## config.mk

```make
export PLATFORM = sky130hd
export DESIGN_NAME = mbet_regs
export DESIGN_NICKNAME = d
export VERILOG_FILES = /design/src/sv/mbet_pkg.sv /design/src/sv/mbet_regs.sv
export SDC_FILE = /design/constraint.sdc
export NUM_CORES = 1
export LEC_CHECK = 0
export BUFFER_PORTS_ARGS = -buffer_cell sky130_fd_sc_hd__buf_4
export CORE_AREA = 2 2 105 107
export CTS_CLUSTER_SIZE = 25
export DETAILED_ROUTE_END_ITERATION = 10
export DIE_AREA = 0 0 107 109
export PLACE_DENSITY = 0.77
export SYNTH_ARGS = -nofsm -noshare
export SYNTH_HDL_FRONTEND = slang
export SYNTH_SLANG_ARGS = --single-unit
```

## constraint.sdc

```tcl
create_clock -name clk -period 1 [get_ports clk]
set_input_delay 0 -clock clk [delete_from_list [all_inputs] [get_ports clk]]
set_output_delay 0 -clock clk [all_outputs]
set_load 0.01 [all_outputs]
```

## src/sv/mbet_pkg.sv

```systemverilog
// Shared types and constants for the Mandelbrot escape-time engine.
// No dependencies; every other file imports this package.
`default_nettype none

package mbet_pkg;

	localparam int MAX_DIM   = 1024;
	localparam int FRAC_BITS = 28;

	localparam int DIM_W     = $clog2(MAX_DIM);
	localparam int GRID_W    = DIM_W + 1;
	localparam int Z_W       = 32;
	localparam int STEP_W    = 31;
	localparam int ITER_W    = 16;
	localparam int CFG_W     = 32;
	localparam int CFG_IDX_W = 3;
	localparam int PROD_W    = GRID_W + STEP_W + 1;
	localparam int C_W       = PROD_W + 1;
	localparam int P_W       = 2 * Z_W;
	localparam int MAG_SH    = 2 * FRAC_BITS + 2;

	localparam logic [CFG_IDX_W-1:0] REG_ORIGIN_REAL = 3'd0;
	localparam logic [CFG_IDX_W-1:0] REG_ORIGIN_IMAG = 3'd1;
	localparam logic [CFG_IDX_W-1:0] REG_STEP_SIZE   = 3'd2;
	localparam logic [CFG_IDX_W-1:0] REG_MAX_ITER    = 3'd3;
	localparam logic [CFG_IDX_W-1:0] REG_GRID_WIDTH  = 3'd4;
	localparam logic [CFG_IDX_W-1:0] REG_GRID_HEIGHT = 3'd5;

	localparam logic [STEP_W-1:0] RST_STEP_SIZE   = 31'd1048576;
	localparam logic [ITER_W-1:0] RST_MAX_ITER    = 16'd256;
	localparam logic [GRID_W-1:0] RST_GRID_WIDTH  = 11'd256;
	localparam logic [GRID_W-1:0] RST_GRID_HEIGHT = 11'd256;

	typedef struct packed {
		logic signed [Z_W-1:0] origin_real;
		logic signed [Z_W-1:0] origin_imag;
		logic [STEP_W-1:0]     step_size;
		logic [ITER_W-1:0]     max_iterations;
		logic [GRID_W-1:0]     grid_width;
		logic [GRID_W-1:0]     grid_height;
	} cfg_t;

	typedef enum logic [1:0] {
		RES_ZERO,
		RES_ROUND,
		RES_NEXT
	} res_sel_t;

	typedef struct packed {
		logic     load;
		logic     prod;
		logic     orig;
		logic     upd;
		logic     mul;
		logic     finish;
		res_sel_t res_sel;
	} cmd_t;

	typedef struct packed {
		logic mag_esc;
		logic fits;
		logic at_limit;
	} stat_t;

endpackage

`default_nettype wire

```

## src/sv/mbet_regs.sv

```systemverilog
// Configuration register file of the escape-time engine.
// Depends on mbet_pkg for register indexes, reset values and cfg_t.
`default_nettype none

module mbet_regs import mbet_pkg::*; (
	input  wire logic                 clk,
	input  wire logic                 arst_n,
	input  wire logic                 cfg_write,
	input  wire logic [CFG_IDX_W-1:0] cfg_index,
	input  wire logic [CFG_W-1:0]     cfg_data,
	output cfg_t                      cfg
);

	cfg_t cfg_q;

	always_ff @(posedge clk or negedge arst_n) begin
		if (!arst_n) begin
			cfg_q.origin_real    <= '0;
			cfg_q.origin_imag    <= '0;
			cfg_q.step_size      <= RST_STEP_SIZE;
			cfg_q.max_iterations <= RST_MAX_ITER;
			cfg_q.grid_width     <= RST_GRID_WIDTH;
			cfg_q.grid_height    <= RST_GRID_HEIGHT;
		end else if (cfg_write) begin
			unique case (cfg_index)
				REG_ORIGIN_REAL: cfg_q.origin_real    <= $signed(cfg_data[Z_W-1:0]);
				REG_ORIGIN_IMAG: cfg_q.origin_imag    <= $signed(cfg_data[Z_W-1:0]);
				REG_STEP_SIZE:   cfg_q.step_size      <= cfg_data[STEP_W-1:0];
				REG_MAX_ITER:    cfg_q.max_iterations <= cfg_data[ITER_W-1:0];
				REG_GRID_WIDTH:  cfg_q.grid_width     <= cfg_data[GRID_W-1:0];
				REG_GRID_HEIGHT: cfg_q.grid_height    <= cfg_data[GRID_W-1:0];
				default: ;
			endcase
		end
	end

	assign cfg = cfg_q;

endmodule

`default_nettype wire

```

==> summary.txt, run 1 <==
STA
  – RSZ-0062 raised after global routing: yes
  – Final hold slack: 0.0826 ns
  – Final Worst Setup Slack: -0.169 ns
  – Fin. Hold Viols: 0
  – Crit path time final: 1.17 ns
  – Max_slew headroom: 0.592
  – Fin crit share: 1.17
  – Pins over their slew limit: 0
  – # setup viols final: 145
  – Setup TNS: -6.24 ns
  – Max Fclk: 855 MHz
  – Worst clock skew: 0 ns
  – Slew @ Worst Pin: 0.612 ns

Worst setup path
  – CP max stage delay: 0.54 ns
  – Worst endpoint required time: 1.00 ns
  – Crit-path cells: buf_6
  – Crit path max fanout: 2
  – CP Launch Type: flop
  – Worst reg2reg path depth: 3
  – Critical path arrival: 1.17 ns
  – Number of buffers and inverters on the critical path: 1
  – R2r setup slk: -0.04 ns
  – Critical path class: flop to primary output
  – CP max stage cell: dfstp_2
  – CP top delay family: flip-flops
  – FF-to-FF Start: cfg[120]
  – CP Capture Type: primary output
  – RR Endpoint: cfg[120]

Pwr
  – Leak: 4.05 nW
  – NetSw: 5.31 mW
  – Switching portion of total power: 0.274
  – Maximum VDD drop: 1300 uV
  – Internal: 14.1 mW
  – Clock network power share: 0.294
  – Sequential share of power: 0.391
  – Pwr dens: 2270 nW/um^2
  – Logic pwr share: 0.315

Die
  – Die H: 109 microns
  – Die area: 11,700 sq um
  – Core Area: 10,600 sq um
  – Core Rows: 38
  – Die W: 107 microns
  – # IOs: 171
  – Initial core utilization: 0.475

Clock tree
  – H-tree levels: 4
  – Clock transition at path regs: 0.06 ns
  – Root Buffer: clkbuf_8
  – Clock Path Buffers: 2
  – CTS sink cnt: 133
  – CTS tree: built
  – Clock Latency Late Sink: 0.52 ns
  – CTS Buf Count: 17

Global routing
  – Vias in the first global route: 3,988
  – GR Overflow Total: 0
  – Largest net degree at the start of global routing: 49
  – Initial antenna violation count: 0
  – First-pass GRT wire length: 21,700 microns
  – Total track usage: 0.249

Finish
  – Final cell count without fillers: 722
  – Max reg flops: 133
  – Share of cells above drive strength 1: 0.698
  – Nets@finish: 607
  – N_diodes: 0
  – FF+latch area: 3330 sq um
  – Area of the multi-input gates: 1700 sq um
  – Post-route cell area: 8540 sq um
  – Fill cells: 532
  – Area delta synth->final: 69.5%

Synth
  – Synth Area in Adders: 0
  – Post-Syn Area per Cell: 17.7 sq um
  – Most frequent cell after synthesis: dfrtp_1
  – Cell count after synthesis: 285
  – Yosys reg bits: 133
  – Synth cell count leaders: dfrtp_1, mux2_2, buf_6
  – Area leader, netlist: dfrtp_1
  – Synth area leaders: dfrtp_1, mux2_2, dfstp_2
  – Most used flip-flop cell after synthesis: dfrtp_1
  – Synth Area in XOR/XNOR: 0
  – Post-Syn Area: 5040 sq um
  – Post-synthesis mux area share: 0.297
  – Post-synth EDFFs: 0
  – Post-synthesis compound-gate area fraction: 0
  – Yosys cell types: 12
  – Asr flop ratio synth: 1.00
  – Mapped Nets: 323
  – Post-synth top area share: 0.641
  – Total of warnings raised by yosys: 0
  – Main combinational cell family by area after synthesis: multiplexers
  – Register area share after synthesis: 0.661
  – Simple-gate share of the synthesized area: 0.0164

Min path
  – Tightest Hold Check Type: input port to async pin

Drt
  – Post-route DRC: 0
  – Pre-antenna DRT Iters: 6
  – Drt wl/cell: 20.8 microns
  – Post-route ant nets: 0
  – Vias per cell: 5.01
  – Total number of vias: 3,614
  – Total Wirelength: 15,000 microns
  – DRT iter0 DRCs: 70

Status
  – Status: finished, violations left
  – Failing checks: negative setup slack

Placement
  – Port Buffers: 170
  – Hpwl dp: 8060 microns
  – Placed cell area: 6680 sq um
  – Placed Cells: 596
  – Gpl congestion: 0.745

Job
  – Max-cap viol count: 0
-- worst max path at each step --
| stage | from | depth (start not counted) | endpoint | slack, ns |
|---|---|---|---|---|
| 4_1_cts | cfg[58] | 1 | cfg[58] | -0.18 |
| 6_report | cfg[58] | 1 | cfg[58] | -0.17 |
| 3_5_place_dp | cfg_index[1] | 4 | cfg[117] | -0.29 |
| 5_1_grt | cfg[8] | 1 | cfg[8] | -0.20 |
| 2_1_floorplan | cfg_index[1] | 3 | cfg[122] | -0.05 |
| 3_3_place_gp | cfg_index[1] | 4 | cfg[113] | -0.28 |
-- power by group through the flow --
stage | Combinational, mW | Clock, mW | Sequential (mW)
floorplan | 1.25 | 0 | 7.83
finish | 6.10 | 5.69 | 7.56
global route | 6.44 | 6.00 | 7.67
global placement | 4.23 | 0 | 7.29
detailed placement | 4.32 | 0 | 7.36
CTS | 5.64 | 5.71 | 7.48
-- logic make-up (layout without fill, tap and decap cells) --
group	Yosys count	in the layout
flip-flops	133	133
buffers and inverters	13	310
multiplexers	133	133
AND/OR/NAND/NOR	6	6
-- per-stage QoR --
step / setup WS, ns / util / total power [mW]
2_1_floorplan: -0.0482 / - / 9.08
3_3_place_gp: -0.278 / 0.630 / 11.5
3_5_place_dp: -0.290 / 0.630 / 11.7
4_1_cts: -0.180 / 0.786 / 18.8
5_1_grt: -0.202 / 0.806 / 20.1
6_report: -0.169 / 0.806 / 19.4
-- placed cells by master (no fill, tap or decap) --
master / count
and4bb_2: 2
buf_12: 8
buf_4: 97
buf_6: 139
bufinv_16: 1
clkbuf_1: 4
clkbuf_16: 16
clkbuf_8: 3
clkinv_2: 5
clkinv_4: 1
clkinvlp_4: 2
dfrtp_1: 129
dfstp_2: 4
dlygate4sd3_1: 33
dlymetal6s4s_1: 1
mux2_1: 8
mux2_2: 96
mux2_4: 29
nand4b_1: 1
nand4b_2: 1
nor4b_4: 1
nor4bb_4: 1
-- routing by layer --
metal,wire (microns),vias up,global-route usage
met5,0,-,0
met3,1180,27,0.102
li1,-,1587,-
met2,7640,147,0.418
met1,5870,1853,0.298
met4,310,0,0.0751
-- cell type report --
class	instances	share of cell area
repair buffers	278	0.327
well taps	140	0.0205
clock buffers	23	0.0534
multi-input cells	139	0.199
clock inverters	9	0.00923
flip-flops and latches	133	0.390
-- repair_timing --
action,CTS,global route
resized for setup,133,10
setup buffers,37,23
hold buffers,34,0
endpoints found under the hold margin,266,0
endpoints found under the setup margin,133,146
Note: power is estimated with default switching activity, not from simulation.
==> run 2: changes to the inputs <==
--- a/config.mk
+++ b/config.mk
@@ -11,6 +11,7 @@
 export DETAILED_ROUTE_END_ITERATION = 10
 export DIE_AREA = 0 0 107 109
 export PLACE_DENSITY = 0.77
+export SKIP_CTS_REPAIR_TIMING = 1
 export SYNTH_ARGS = -nofsm -noshare
 export SYNTH_HDL_FRONTEND = slang
 export SYNTH_SLANG_ARGS = --single-unit
==> run 2 against run 1 <==
  * The flow finishes with violations (negative hold slack, negative setup slack)
  * Clock-buffer cell count is the same
  * Setup slack improved by 0.011 ns
  * Via count down 5.0%
  * Register-to-register slack better by 0.11 ns
  * Clock skew did not move
  * Fmax grew 0.98%
  * Total power fell by 3.0%
  * Combinational power down 8.5%
  * Non-clock buffer count is 31 lower
  * Critical endpoint unchanged
==> summary.txt, run 2 (synthesized netlist as in run 1, its figures left out) <==
STA
  – Fin. Hold Viols: 13
  – Final Worst Setup Slack: -0.158 ns
  – Pins over their slew limit: 0
  – Max_slew headroom: 0.796
  – Max Fclk: 864 MHz
  – Crit path time final: 1.16 ns
  – Final hold slack: -0.0891 ns
  – Fin crit share: 1.16
  – Worst clock skew: 0 ns
  – Setup TNS: -5.47 ns
  – Slew @ Worst Pin: 0.306 ns
  – # setup viols final: 133
  – RSZ-0062 raised after global routing: yes

Worst setup path
  – Worst reg2reg path depth: 2
  – FF-to-FF Start: cfg[29]
  – Crit-path cells: buf_6
  – CP max stage cell: dfstp_2
  – CP Capture Type: primary output
  – Critical path arrival: 1.16 ns
  – Number of buffers and inverters on the critical path: 1
  – R2r setup slk: 0.07 ns
  – CP Launch Type: flop
  – RR Endpoint: cfg[29]
  – Critical path class: flop to primary output
  – CP top delay family: flip-flops
  – CP max stage delay: 0.54 ns
  – Crit path max fanout: 2
  – Worst endpoint required time: 1.00 ns

Drt
  – Drt wl/cell: 19.8 microns
  – Met3 wire len: 1090 microns
  – Wire length on met2: 6820 microns
  – Wl on met1: 5580 microns
  – Post-route DRC: 0
  – Total number of vias: 3,435
  – Total Wirelength: 13,700 microns
  – DRT iter0 DRCs: 93
  – Top Layer Used: met4
  – Post-route ant nets: 0
  – Vias per cell: 4.97
  – Pre-antenna DRT Iters: 4

Finish
  – N_diodes: 0
  – Nets@finish: 576
  – Most frequent cells in the layout: buf_6, dfrtp_1, mux2_2
  – Max reg flops: 133
  – Commonest non-fill, non-tap cell in the layout: buf_6
  – Core Util, Final: 0.780
  – Share of cells above drive strength 1: 0.682
  – Area delta synth->final: 64.2%

Global routing
  – Vias in the first global route: 3,415
  – Initial antenna violation count: 0
  – GR Overflow Total: 0
  – Largest net degree at the start of global routing: 49
  – First-pass GRT wire length: 18,200 microns
  – Total track usage: 0.208

Clock tree
  – H-tree levels: 4
  – Clock transition at path regs: 0.06 ns
  – CTS Buf Count: 17
  – Clock Latency Late Sink: 0.51 ns
  – CTS sink cnt: 133
  – Root Buffer: clkbuf_8
  – Clock Path Buffers: 2
  – CTS tree: built

Placement
  – Port Buffers: 170
  – Gpl congestion: 0.745
  – Dpl ws: -0.290 ns
  – Hpwl dp: 8060 microns

Die
  – # IOs: 171
  – Core Rows: 38
  – Die W: 107 microns
  – Initial core utilization: 0.475
  – Core Area: 10,600 sq um
  – Die H: 109 microns
  – Die area: 11,700 sq um

Pwr
  – Leak: 3.87 nW
  – Maximum VDD drop: 1160 uV
  – Pwr dens: 2270 nW/um^2
  – Power Total: 18.8 mW

Min path
  – Tightest Hold Check Type: input port to async pin

Status
  – Status: finished, violations left
  – Failing checks: negative hold slack, negative setup slack

Job
  – Max-cap viol count: 0
## run 2: cell types whose count changed in the layout (fill, tap and decap cells not counted)
cell,before,now
buf_4,97,73
buf_6,139,133
dlymetal6s4s_1,1,0
mux2_2,96,99
mux2_4,29,26
## run 2: worst max-delay path by stage
stage                  from       end  slack [ns]  cells after the start
2_1_floorplan  cfg_index[1]  cfg[122]       -0.05                      3
3_3_place_gp   cfg_index[1]  cfg[113]       -0.28                      4
3_5_place_dp   cfg_index[1]  cfg[117]       -0.29                      4
4_1_cts             cfg[58]   cfg[58]       -0.19                      1
5_1_grt              cfg[8]    cfg[8]       -0.20                      1
6_report            cfg[58]   cfg[58]       -0.16                      1
## run 2: worst register-to-register path: stages (launching register included)
cell and delay (ns):
dfrtp_1 0.41, buf_4 0.15, mux2_2 0.26
## run 2: metal layers
layer | up-vias | GRT usage
met2 | 141 | 0.315
li1 | 1523 | -
met3 | 15 | 0.0873
met1 | 1756 | 0.275
met5 | - | 0
met4 | 0 | 0.0612
## run 2: cell type report
| type | instances | area, sq um |
|---|---|---|
| clock buffer | 23 | 457 |
| tap | 140 | 175 |
| timing repair buffer | 247 | 2540 |
| sequential | 133 | 3330 |
| fill | 571 | 2330 |
| clock inverter | 9 | 78.8 |
| multi-input combinational | 139 | 1690 |
## run 2: through the flow
step                cell area [sq um]  instances
floorplan                        5150        285
global placement                 6680        596
detailed placement               6680        596
CTS                              7220        628
global route                     8270        691
finish                           8270        691
## run 2: power breakdown
part	internal (mW)	switching [mW]
clock	3.41	2.24
sequential	6.61	0.936
combinational	3.67	1.91
total	13.7	5.08
