==> src/sv/mbet_pkg.sv <==
// Shared types and constants for the Mandelbrot escape-time engine.
// No dependencies; every other file imports this package.
`default_nettype none

package mbet_pkg;

	localparam int MAX_DIM   = 1024;
	localparam int FRAC_BITS = 28;

	localparam int DIM_W     = $clog2(MAX_DIM);
	localparam int GRID_W    = DIM_W + 1;
	localparam int Z_W       = 32;
	localparam int STEP_W    = 31;
	localparam int ITER_W    = 16;
	localparam int CFG_W     = 32;
	localparam int CFG_IDX_W = 3;
	localparam int PROD_W    = GRID_W + STEP_W + 1;
	localparam int C_W       = PROD_W + 1;
	localparam int P_W       = 2 * Z_W;
	localparam int MAG_SH    = 2 * FRAC_BITS + 2;

	localparam logic [CFG_IDX_W-1:0] REG_ORIGIN_REAL = 3'd0;
	localparam logic [CFG_IDX_W-1:0] REG_ORIGIN_IMAG = 3'd1;
	localparam logic [CFG_IDX_W-1:0] REG_STEP_SIZE   = 3'd2;
	localparam logic [CFG_IDX_W-1:0] REG_MAX_ITER    = 3'd3;
	localparam logic [CFG_IDX_W-1:0] REG_GRID_WIDTH  = 3'd4;
	localparam logic [CFG_IDX_W-1:0] REG_GRID_HEIGHT = 3'd5;

	localparam logic [STEP_W-1:0] RST_STEP_SIZE   = 31'd1048576;
	localparam logic [ITER_W-1:0] RST_MAX_ITER    = 16'd256;
	localparam logic [GRID_W-1:0] RST_GRID_WIDTH  = 11'd256;
	localparam logic [GRID_W-1:0] RST_GRID_HEIGHT = 11'd256;

	typedef struct packed {
		logic signed [Z_W-1:0] origin_real;
		logic signed [Z_W-1:0] origin_imag;
		logic [STEP_W-1:0]     step_size;
		logic [ITER_W-1:0]     max_iterations;
		logic [GRID_W-1:0]     grid_width;
		logic [GRID_W-1:0]     grid_height;
	} cfg_t;

	typedef enum logic [1:0] {
		RES_ZERO,
		RES_ROUND,
		RES_NEXT
	} res_sel_t;

	typedef struct packed {
		logic     load;
		logic     prod;
		logic     orig;
		logic     upd;
		logic     mul;
		logic     finish;
		res_sel_t res_sel;
	} cmd_t;

	typedef struct packed {
		logic mag_esc;
		logic fits;
		logic at_limit;
	} stat_t;

endpackage

`default_nettype wire

==> src/sv/mbet_ctrl.sv <==
// Controller of the escape-time engine: sequences setup and rounds, owns the handshakes.
// Depends on mbet_pkg for cmd_t, stat_t and res_sel_t.
`default_nettype none

module mbet_ctrl import mbet_pkg::*; (
	input  wire logic  clk,
	input  wire logic  arst_n,
	input  wire logic  in_valid,
	output logic       in_ready,
	output logic       out_valid,
	input  wire logic  out_ready,
	input  wire stat_t stat,
	output cmd_t       cmd
);

	typedef enum logic [2:0] {
		S_IDLE,
		S_PROD,
		S_ORIG,
		S_ITER,
		S_MUL
	} state_t;

	state_t state_q, state_d;
	logic   out_valid_q;
	logic   fin, room;

	assign fin  = stat.mag_esc || stat.at_limit || !stat.fits;
	assign room = !out_valid_q || out_ready;

	always_comb begin
		cmd         = '0;
		cmd.res_sel = RES_ZERO;
		state_d     = state_q;
		unique case (state_q)
			S_IDLE: begin
				if (in_valid) begin
					cmd.load = 1'b1;
					state_d  = S_PROD;
				end
			end
			S_PROD: begin
				cmd.prod = 1'b1;
				state_d  = S_ORIG;
			end
			S_ORIG: begin
				cmd.orig = 1'b1;
				state_d  = S_ITER;
			end
			S_ITER: begin
				priority if (stat.mag_esc)
					cmd.res_sel = RES_ROUND;
				else if (stat.at_limit)
					cmd.res_sel = RES_ZERO;
				else
					cmd.res_sel = RES_NEXT;
				// hold here while the previous result is still waiting
				if (fin && room) begin
					cmd.finish = 1'b1;
					state_d    = S_IDLE;
				end else if (!fin) begin
					cmd.upd = 1'b1;
					state_d = S_MUL;
				end
			end
			S_MUL: begin
				cmd.mul = 1'b1;
				state_d = S_ITER;
			end
			default: state_d = S_IDLE;
		endcase
	end

	always_ff @(posedge clk or negedge arst_n) begin
		if (!arst_n) begin
			state_q     <= S_IDLE;
			out_valid_q <= 1'b0;
		end else begin
			state_q <= state_d;
			if (cmd.finish)
				out_valid_q <= 1'b1;
			else if (out_ready)
				out_valid_q <= 1'b0;
		end
	end

	assign in_ready  = (state_q == S_IDLE);
	assign out_valid = out_valid_q;

	a_accept_starts: assert property (@(posedge clk) disable iff (!arst_n)
		(in_valid && in_ready) |=> (state_q == S_PROD))
		else $error("accepted request did not start setup");

	a_finish_room: assert property (@(posedge clk) disable iff (!arst_n)
		cmd.finish |-> (!out_valid_q || out_ready))
		else $error("result written over an untaken result");

	a_finish_shows: assert property (@(posedge clk) disable iff (!arst_n)
		cmd.finish |=> out_valid_q)
		else $error("finished result not presented");

	a_mul_after_upd: assert property (@(posedge clk) disable iff (!arst_n)
		(state_q == S_MUL) |-> $past(cmd.upd))
		else $error("squares taken without a z update");

endmodule

`default_nettype wire

==> config.mk <==
export PLATFORM = sky130hd
export DESIGN_NAME = mbet_ctrl
export DESIGN_NICKNAME = d
export VERILOG_FILES = /design/src/sv/mbet_pkg.sv /design/src/sv/mbet_ctrl.sv
export SDC_FILE = /design/constraint.sdc
export NUM_CORES = 1
export LEC_CHECK = 0
export ABC_AREA = 0
export ABC_CLOCK_PERIOD_IN_PS = 1200
export BUFFER_PORTS_ARGS = -buffer_cell sky130_fd_sc_hd__buf_2
export CAP_MARGIN = 40
export CORE_AREA = 2 2 39 41
export CTS_CLUSTER_DIAMETER = 60
export DETAILED_ROUTE_END_ITERATION = 12
export DIE_AREA = 0 0 41 43
export GPL_ROUTABILITY_DRIVEN = 1
export GPL_TIMING_DRIVEN = 1
export PLACE_DENSITY_LB_ADDON = 0.3
export REMOVE_ABC_BUFFERS = 1
export SKIP_CTS_REPAIR_TIMING = 1
export SLEW_MARGIN = 10
export SYNTH_ARGS = -nofsm -noshare
export SYNTH_HDL_FRONTEND = slang
export SYNTH_SLANG_ARGS = --single-unit
==> constraint.sdc <==
create_clock -name clk -period 1.2 [get_ports clk]
set_input_delay 0.24 -clock clk [delete_from_list [all_inputs] [get_ports clk]]
set_output_delay 0.24 -clock clk [all_outputs]
set_load 0.05 [all_outputs]
==> impl_metrics.env, run 1 <==
export IMPL_clkPwrFrac=0.099
export IMPL_ys_top_cells_by_area="dfrtp_1, nor3b_1, nand3b_4"
export IMPL_portBuffers=16
export IMPL_nets=64
export IMPL_drive_above_1_share=0.673
export IMPL_grt_pass1_vias=279
export IMPL_violations="setup timing"
export IMPL_fin_skew_ns=0.000971
export IMPL_clk_pin_slew_ns=0.03
export IMPL_timing_final_ws_setup_ns=-0.310
export IMPL_placed_cells=66
export IMPL_p_switching_uw=802
export IMPL_grt_max_degree=9
export IMPL_synth_mux_area_frac=0
export IMPL_syn_to_final_growth_pct=96.0
export IMPL_drv_cap=0
export IMPL_grtUsageTotal=0.0917
export IMPL_hold_viol_final=0
export IMPL_netlist_instances=30
export IMPL_place_gp_congestion=0.640
export IMPL_htreeDepth=1
export IMPL_synth_ff_type="dfrtp_1"
export IMPL_yosysWarningCount=0
export IMPL_die_height_um=43
export IMPL_cp_end_kind="output pin"
export IMPL_drt_initial_drc_count=1
export IMPL_initial_core_util=0.202
export IMPL_clkLatencyLatePin_ns=0.23
export IMPL_powerDensity_nw_per_um2=2990
export IMPL_synth_adder_area_share=0
export IMPL_slew_limit_headroom=0.831
export IMPL_rrSetupSlack_ns=0.11
export IMPL_critPathLaunchType="flop"
export IMPL_rsz0062_at_grt="true"
export IMPL_worst_pin_slew_ns=0.256
export IMPL_synth_cell_types=18
export IMPL_yosysSeqAreaShare=0.359
export IMPL_clock_path_buffers=2
export IMPL_period_needed_ns=1.51
export IMPL_whs_path_depth=2
export IMPL_yosys_area_share_simple=0.377
export IMPL_synth_area_sq_um=279
export IMPL_grt_overflow=0
export IMPL_grt_pass1_wl_um=1040
export IMPL_numCtsBuffers=3
export IMPL_final_cells=71
export IMPL_synth_compound_area_share=0.143
export IMPL_reg2reg_depth=4
export IMPL_drv_slew=0
export IMPL_synth_xor_area_share=0.0314
export IMPL_die_width_um=41
export IMPL_vias_per_cell=4.31
export IMPL_clock_root_buffer="clkbuf_4"
export IMPL_rows=14
export IMPL_pwr_share_seq=0.160
export IMPL_antenna_found_initial=0
export IMPL_p_int_uw=831
export IMPL_wl_um=688
export IMPL_diodes=0
export IMPL_core_area_sq_um=1380
export IMPL_clock_sinks=4
export IMPL_crit_type="reg -> out"
export IMPL_required_ns=0.96
export IMPL_finalCritPeriodShare=1.26
export IMPL_yosysTopAreaCell="dfrtp_1"
export IMPL_drt_pass1_iter_count=2
export IMPL_cts_tree="yes"
export IMPL_synth_edf_count=0
export IMPL_holdCritPathClass="in -> reg"
export IMPL_pin_count=17
export IMPL_synth_area_per_cell_sq_um=9.30
export IMPL_pre_cts_ws_ns=-0.138
export IMPL_drtAntennaViolNets=0
export IMPL_mostFrequentLayoutCells="buf_6, buf_2, buf_4"
export IMPL_synth_top_family_by_area="simple AND/OR/NAND/NOR gates"
export IMPL_synthArstFlopShare=1.00
export IMPL_ir_drop_mv=0.977
export IMPL_max_freq_mhz=662
export IMPL_cp_max_fo=7
export IMPL_leakagePower_nw=0.270
export IMPL_fp_dieArea_sq_um=1760
export IMPL_setup_viol=9
export IMPL_route_detailed_drc=0
export IMPL_wl_per_cell_um=9.69
export IMPL_status="complete, but fails checks"
export IMPL_switching_share=0.491
export IMPL_combinationalPowerShare=0.742
export IMPL_cp_arrival_ns=1.27
export IMPL_final_common_cell="buf_6"
export IMPL_synth_top_cell_area_share=0.359
export IMPL_ys_ff_latch=4
export IMPL_place_hpwl_um=491
export IMPL_route_vias_total=306
-- area by class of cell --
class / count / area [sq um]
tap: 16 / 20.0
inverter: 1 / 3.75
timing repair buffer: 25 / 211
multi-input combinational: 22 / 188
clock buffer: 3 / 22.5
fill: 157 / 837
sequential: 4 / 101
-- routing by layer --
layer | global-route usage | wire length, um | up-vias
met5 | 0 | 0 | -
met4 | 0.0600 | 0 | 0
met3 | 0.0471 | 63 | 0
met2 | 0.125 | 368 | 13
met1 | 0.107 | 256 | 141
li1 | - | - | 152
-- path summary, 6_finish.rpt --
check,from,endpoint
hold reg to reg,out_valid$_DFFE_PN0P_,out_valid$_DFFE_PN0P_
hold / removal,stat[1],state_q[2]$_DFFE_PN0P_
min in group asynchronous,arst_n,state_q[2]$_DFFE_PN0P_
setup / recovery,state_q[0]$_DFFE_PN0P_,cmd[7]
setup reg to reg,state_q[0]$_DFFE_PN0P_,state_q[1]$_DFFE_PN0P_
max in group asynchronous,arst_n,state_q[1]$_DFFE_PN0P_
-- power by group through the flow --
stage	Clock [mW]	Sequential (mW)	Combinational, mW
2_1_floorplan	0	0.338	0.548
3_3_place_gp	0	0.245	0.937
3_5_place_dp	0	0.248	0.937
4_1_cts	0.169	0.245	0.941
5_1_grt	0.181	0.271	1.30
6_report	0.161	0.261	1.21
-- worst max-delay path: stages, from the launching register on --
cell and delay (ns):
dfrtp_1 0.40, buf_6 0.15, nor3_4 0.17, and2_4 0.17
buf_8 0.13
-- state kept, by name, summed over array words and instances (netlist names) --
register and cells:
state_q 3, out_valid 1
-- synth_stat cells (2+ instances only) --
library cell,instances
and2_1,3
dfrtp_1,4
o21ai_1,2
o21ai_0,2
nor3b_1,3
nor3_2,2
nor2_1,2
buf_2,2
-- cell families after synthesis --
family                 Yosys count
flip-flops                       4
buffers and inverters            4
XOR/XNOR                         1
AND/OR/NAND/NOR                 14
AO/OA/AOI/OAI                    7
-- through the flow --
stage          hold WS (ns)  total power, mW  TNS, ns  area [sq um]   util
6_report              0.249             1.63    -2.23           547  0.395
5_1_grt               0.266             1.75    -2.94           547  0.395
4_1_cts              -0.199             1.36    -2.98           433  0.313
3_5_place_dp         0.0488             1.18   -0.698           410  0.297
3_3_place_gp         0.0476             1.18   -0.749           410  0.297
2_1_floorplan       -0.0556            0.886    -5.53           258      -
Note: power is estimated with default switching activity, not from simulation.
==> inputs of run 2 (changes only) <==
--- a/config.mk
+++ b/config.mk
@@ -16,6 +16,7 @@
 export GPL_ROUTABILITY_DRIVEN = 1
 export GPL_TIMING_DRIVEN = 1
 export PLACE_DENSITY_LB_ADDON = 0.3
+export RECOVER_POWER = 25
 export REMOVE_ABC_BUFFERS = 1
 export SKIP_CTS_REPAIR_TIMING = 1
 export SLEW_MARGIN = 10
==> impl_metrics.env, run 2 (synthesis gave the netlist of run 1 again) <==
export IMPL_largest_register_ffs=3
export IMPL_p_switching_uw=803
export IMPL_max_stage_delay_ns=0.40
export IMPL_wl_um=689
export IMPL_grt_max_degree=9
export IMPL_nFillCells=158
export IMPL_clk_pin_slew_ns=0.03
export IMPL_final_common_cell="buf_6"
export IMPL_drv_slew=0
export IMPL_violations="setup timing"
export IMPL_multi_input_area_sq_um=188
export IMPL_route_detailed_drc=0
export IMPL_clock_sinks=4
export IMPL_fp_dieArea_sq_um=1760
export IMPL_slew_limit_headroom=0.830
export IMPL_powerDensity_nw_per_um2=3000
export IMPL_grt_pass1_wl_um=1040
export IMPL_drt_initial_drc_count=1
export IMPL_max_freq_mhz=662
export IMPL_setup_tns_ns=-2.23
export IMPL_cts_tree="yes"
export IMPL_reg2reg_depth=4
export IMPL_die_height_um=43
export IMPL_pwr_share_seq=0.160
export IMPL_status="complete, but fails checks"
export IMPL_crit_chain="buf_6, nor3_4, and2_4, buf_8"
export IMPL_worst_pin_slew_ns=0.256
export IMPL_timing_hold_ws_ns=0.249
export IMPL_rsz0062_at_grt="true"
export IMPL_setup_viol=9
export IMPL_syn_to_final_growth_pct=95.5
export IMPL_p_int_uw=831
export IMPL_fin_skew_ns=0.000526
export IMPL_period_needed_ns=1.51
export IMPL_switching_share=0.492
export IMPL_portBuffers=16
export IMPL_clock_root_buffer="clkbuf_4"
export IMPL_drt_pass1_iter_count=2
export IMPL_holdCritPathClass="in -> reg"
export IMPL_clkLatencyLatePin_ns=0.23
export IMPL_path_depth=4
export IMPL_clock_path_buffers=2
export IMPL_finalCritPeriodShare=1.26
export IMPL_vias_per_cell=4.30
export IMPL_die_width_um=41
export IMPL_ir_drop_mv=0.977
export IMPL_grt_pass1_vias=279
export IMPL_crit_start="state_q[0]$_DFFE_PN0P_"
export IMPL_mostFrequentLayoutCells="buf_6, buf_2, buf_4"
export IMPL_path_buf_inv=2
export IMPL_pre_cts_ws_ns=-0.138
export IMPL_cp_end_kind="output pin"
export IMPL_nets=64
export IMPL_place_hpwl_um=491
export IMPL_cp_arrival_ns=1.27
export IMPL_p_total_mw=1.63
export IMPL_slowest_stage="dfrtp_1"
export IMPL_wl_per_cell_um=9.70
export IMPL_critPathLaunchType="flop"
export IMPL_grtUsageTotal=0.0917
export IMPL_place_gp_congestion=0.640
export IMPL_leakagePower_nw=0.267
export IMPL_core_area_sq_um=1380
export IMPL_rrSetupSlack_ns=0.11
export IMPL_largest_register="state_q"
export IMPL_route_vias_total=305
export IMPL_pin_count=17
export IMPL_grt_overflow=0
export IMPL_crit_type="reg -> out"
export IMPL_hold_viol_final=0
export IMPL_diodes=0
export IMPL_required_ns=0.96
export IMPL_timing_final_ws_setup_ns=-0.310
export IMPL_seq_area_sq_um=101
export IMPL_drive_above_1_share=0.655
export IMPL_htreeDepth=1
export IMPL_drtAntennaViolNets=0
export IMPL_reg2reg_to="state_q[1]$_DFFE_PN0P_"
export IMPL_cp_max_fo=7
export IMPL_numCtsBuffers=3
export IMPL_cp_endpoint="cmd[7]"
export IMPL_rows=14
export IMPL_initial_core_util=0.202
export IMPL_antenna_found_initial=0
export IMPL_cp_top_family="flip-flops"
export IMPL_worstReg2RegStart="state_q[0]$_DFFE_PN0P_"
export IMPL_combinationalPowerShare=0.742
export IMPL_clkPwrFrac=0.099
export IMPL_drv_cap=0
## run 2: power groups by stage
| stage | registers (mW) | clock network (mW) | logic (mW) |
|---|---|---|---|
| finish | 0.261 | 0.161 | 1.21 |
| global route | 0.271 | 0.181 | 1.30 |
| floorplan | 0.338 | 0 | 0.548 |
| global placement | 0.245 | 0 | 0.937 |
| detailed placement | 0.248 | 0 | 0.937 |
| CTS | 0.245 | 0.169 | 0.941 |
## run 2: layout make-up
cell class | count | area share
Multi-Input combinational cell | 22 | 0.344
Inverter | 1 | 0.00688
Timing Repair Buffer | 25 | 0.385
Sequential cell | 4 | 0.186
Clock buffer | 3 | 0.0413
Tap cell | 16 | 0.0367
## run 2: stage by stage
step	std cells	instance area [sq um]	utilization
after floorplan	27	258	-
after global placement	66	410	0.297
after detailed placement	66	410	0.297
after CTS	69	433	0.313
after global routing	71	546	0.394
final	71	546	0.394
## run 2: how the worst min path moves through the flow
| stage | from | endpoint | depth (start not counted) |
|---|---|---|---|
| after floorplan | arst_n | out_valid$_DFFE_PN0P_ | 0 |
| after global placement | arst_n | out_valid$_DFFE_PN0P_ | 1 |
| after detailed placement | arst_n | out_valid$_DFFE_PN0P_ | 1 |
| after CTS | arst_n | state_q[1]$_DFFE_PN0P_ | 1 |
| after global routing | stat[1] | state_q[2]$_DFFE_PN0P_ | 2 |
| final | stat[1] | state_q[2]$_DFFE_PN0P_ | 2 |
## run 2: layer usage
metal  global-route usage  part of all wire  wire length [um]  up-vias
met3               0.0471             0.091                63        0
met2                0.125              0.53               368       13
met4               0.0600                 0                 0        0
li1                     -                 -                 -      152
met5                    0                 0                 0        -
met1                0.107              0.37               257      140
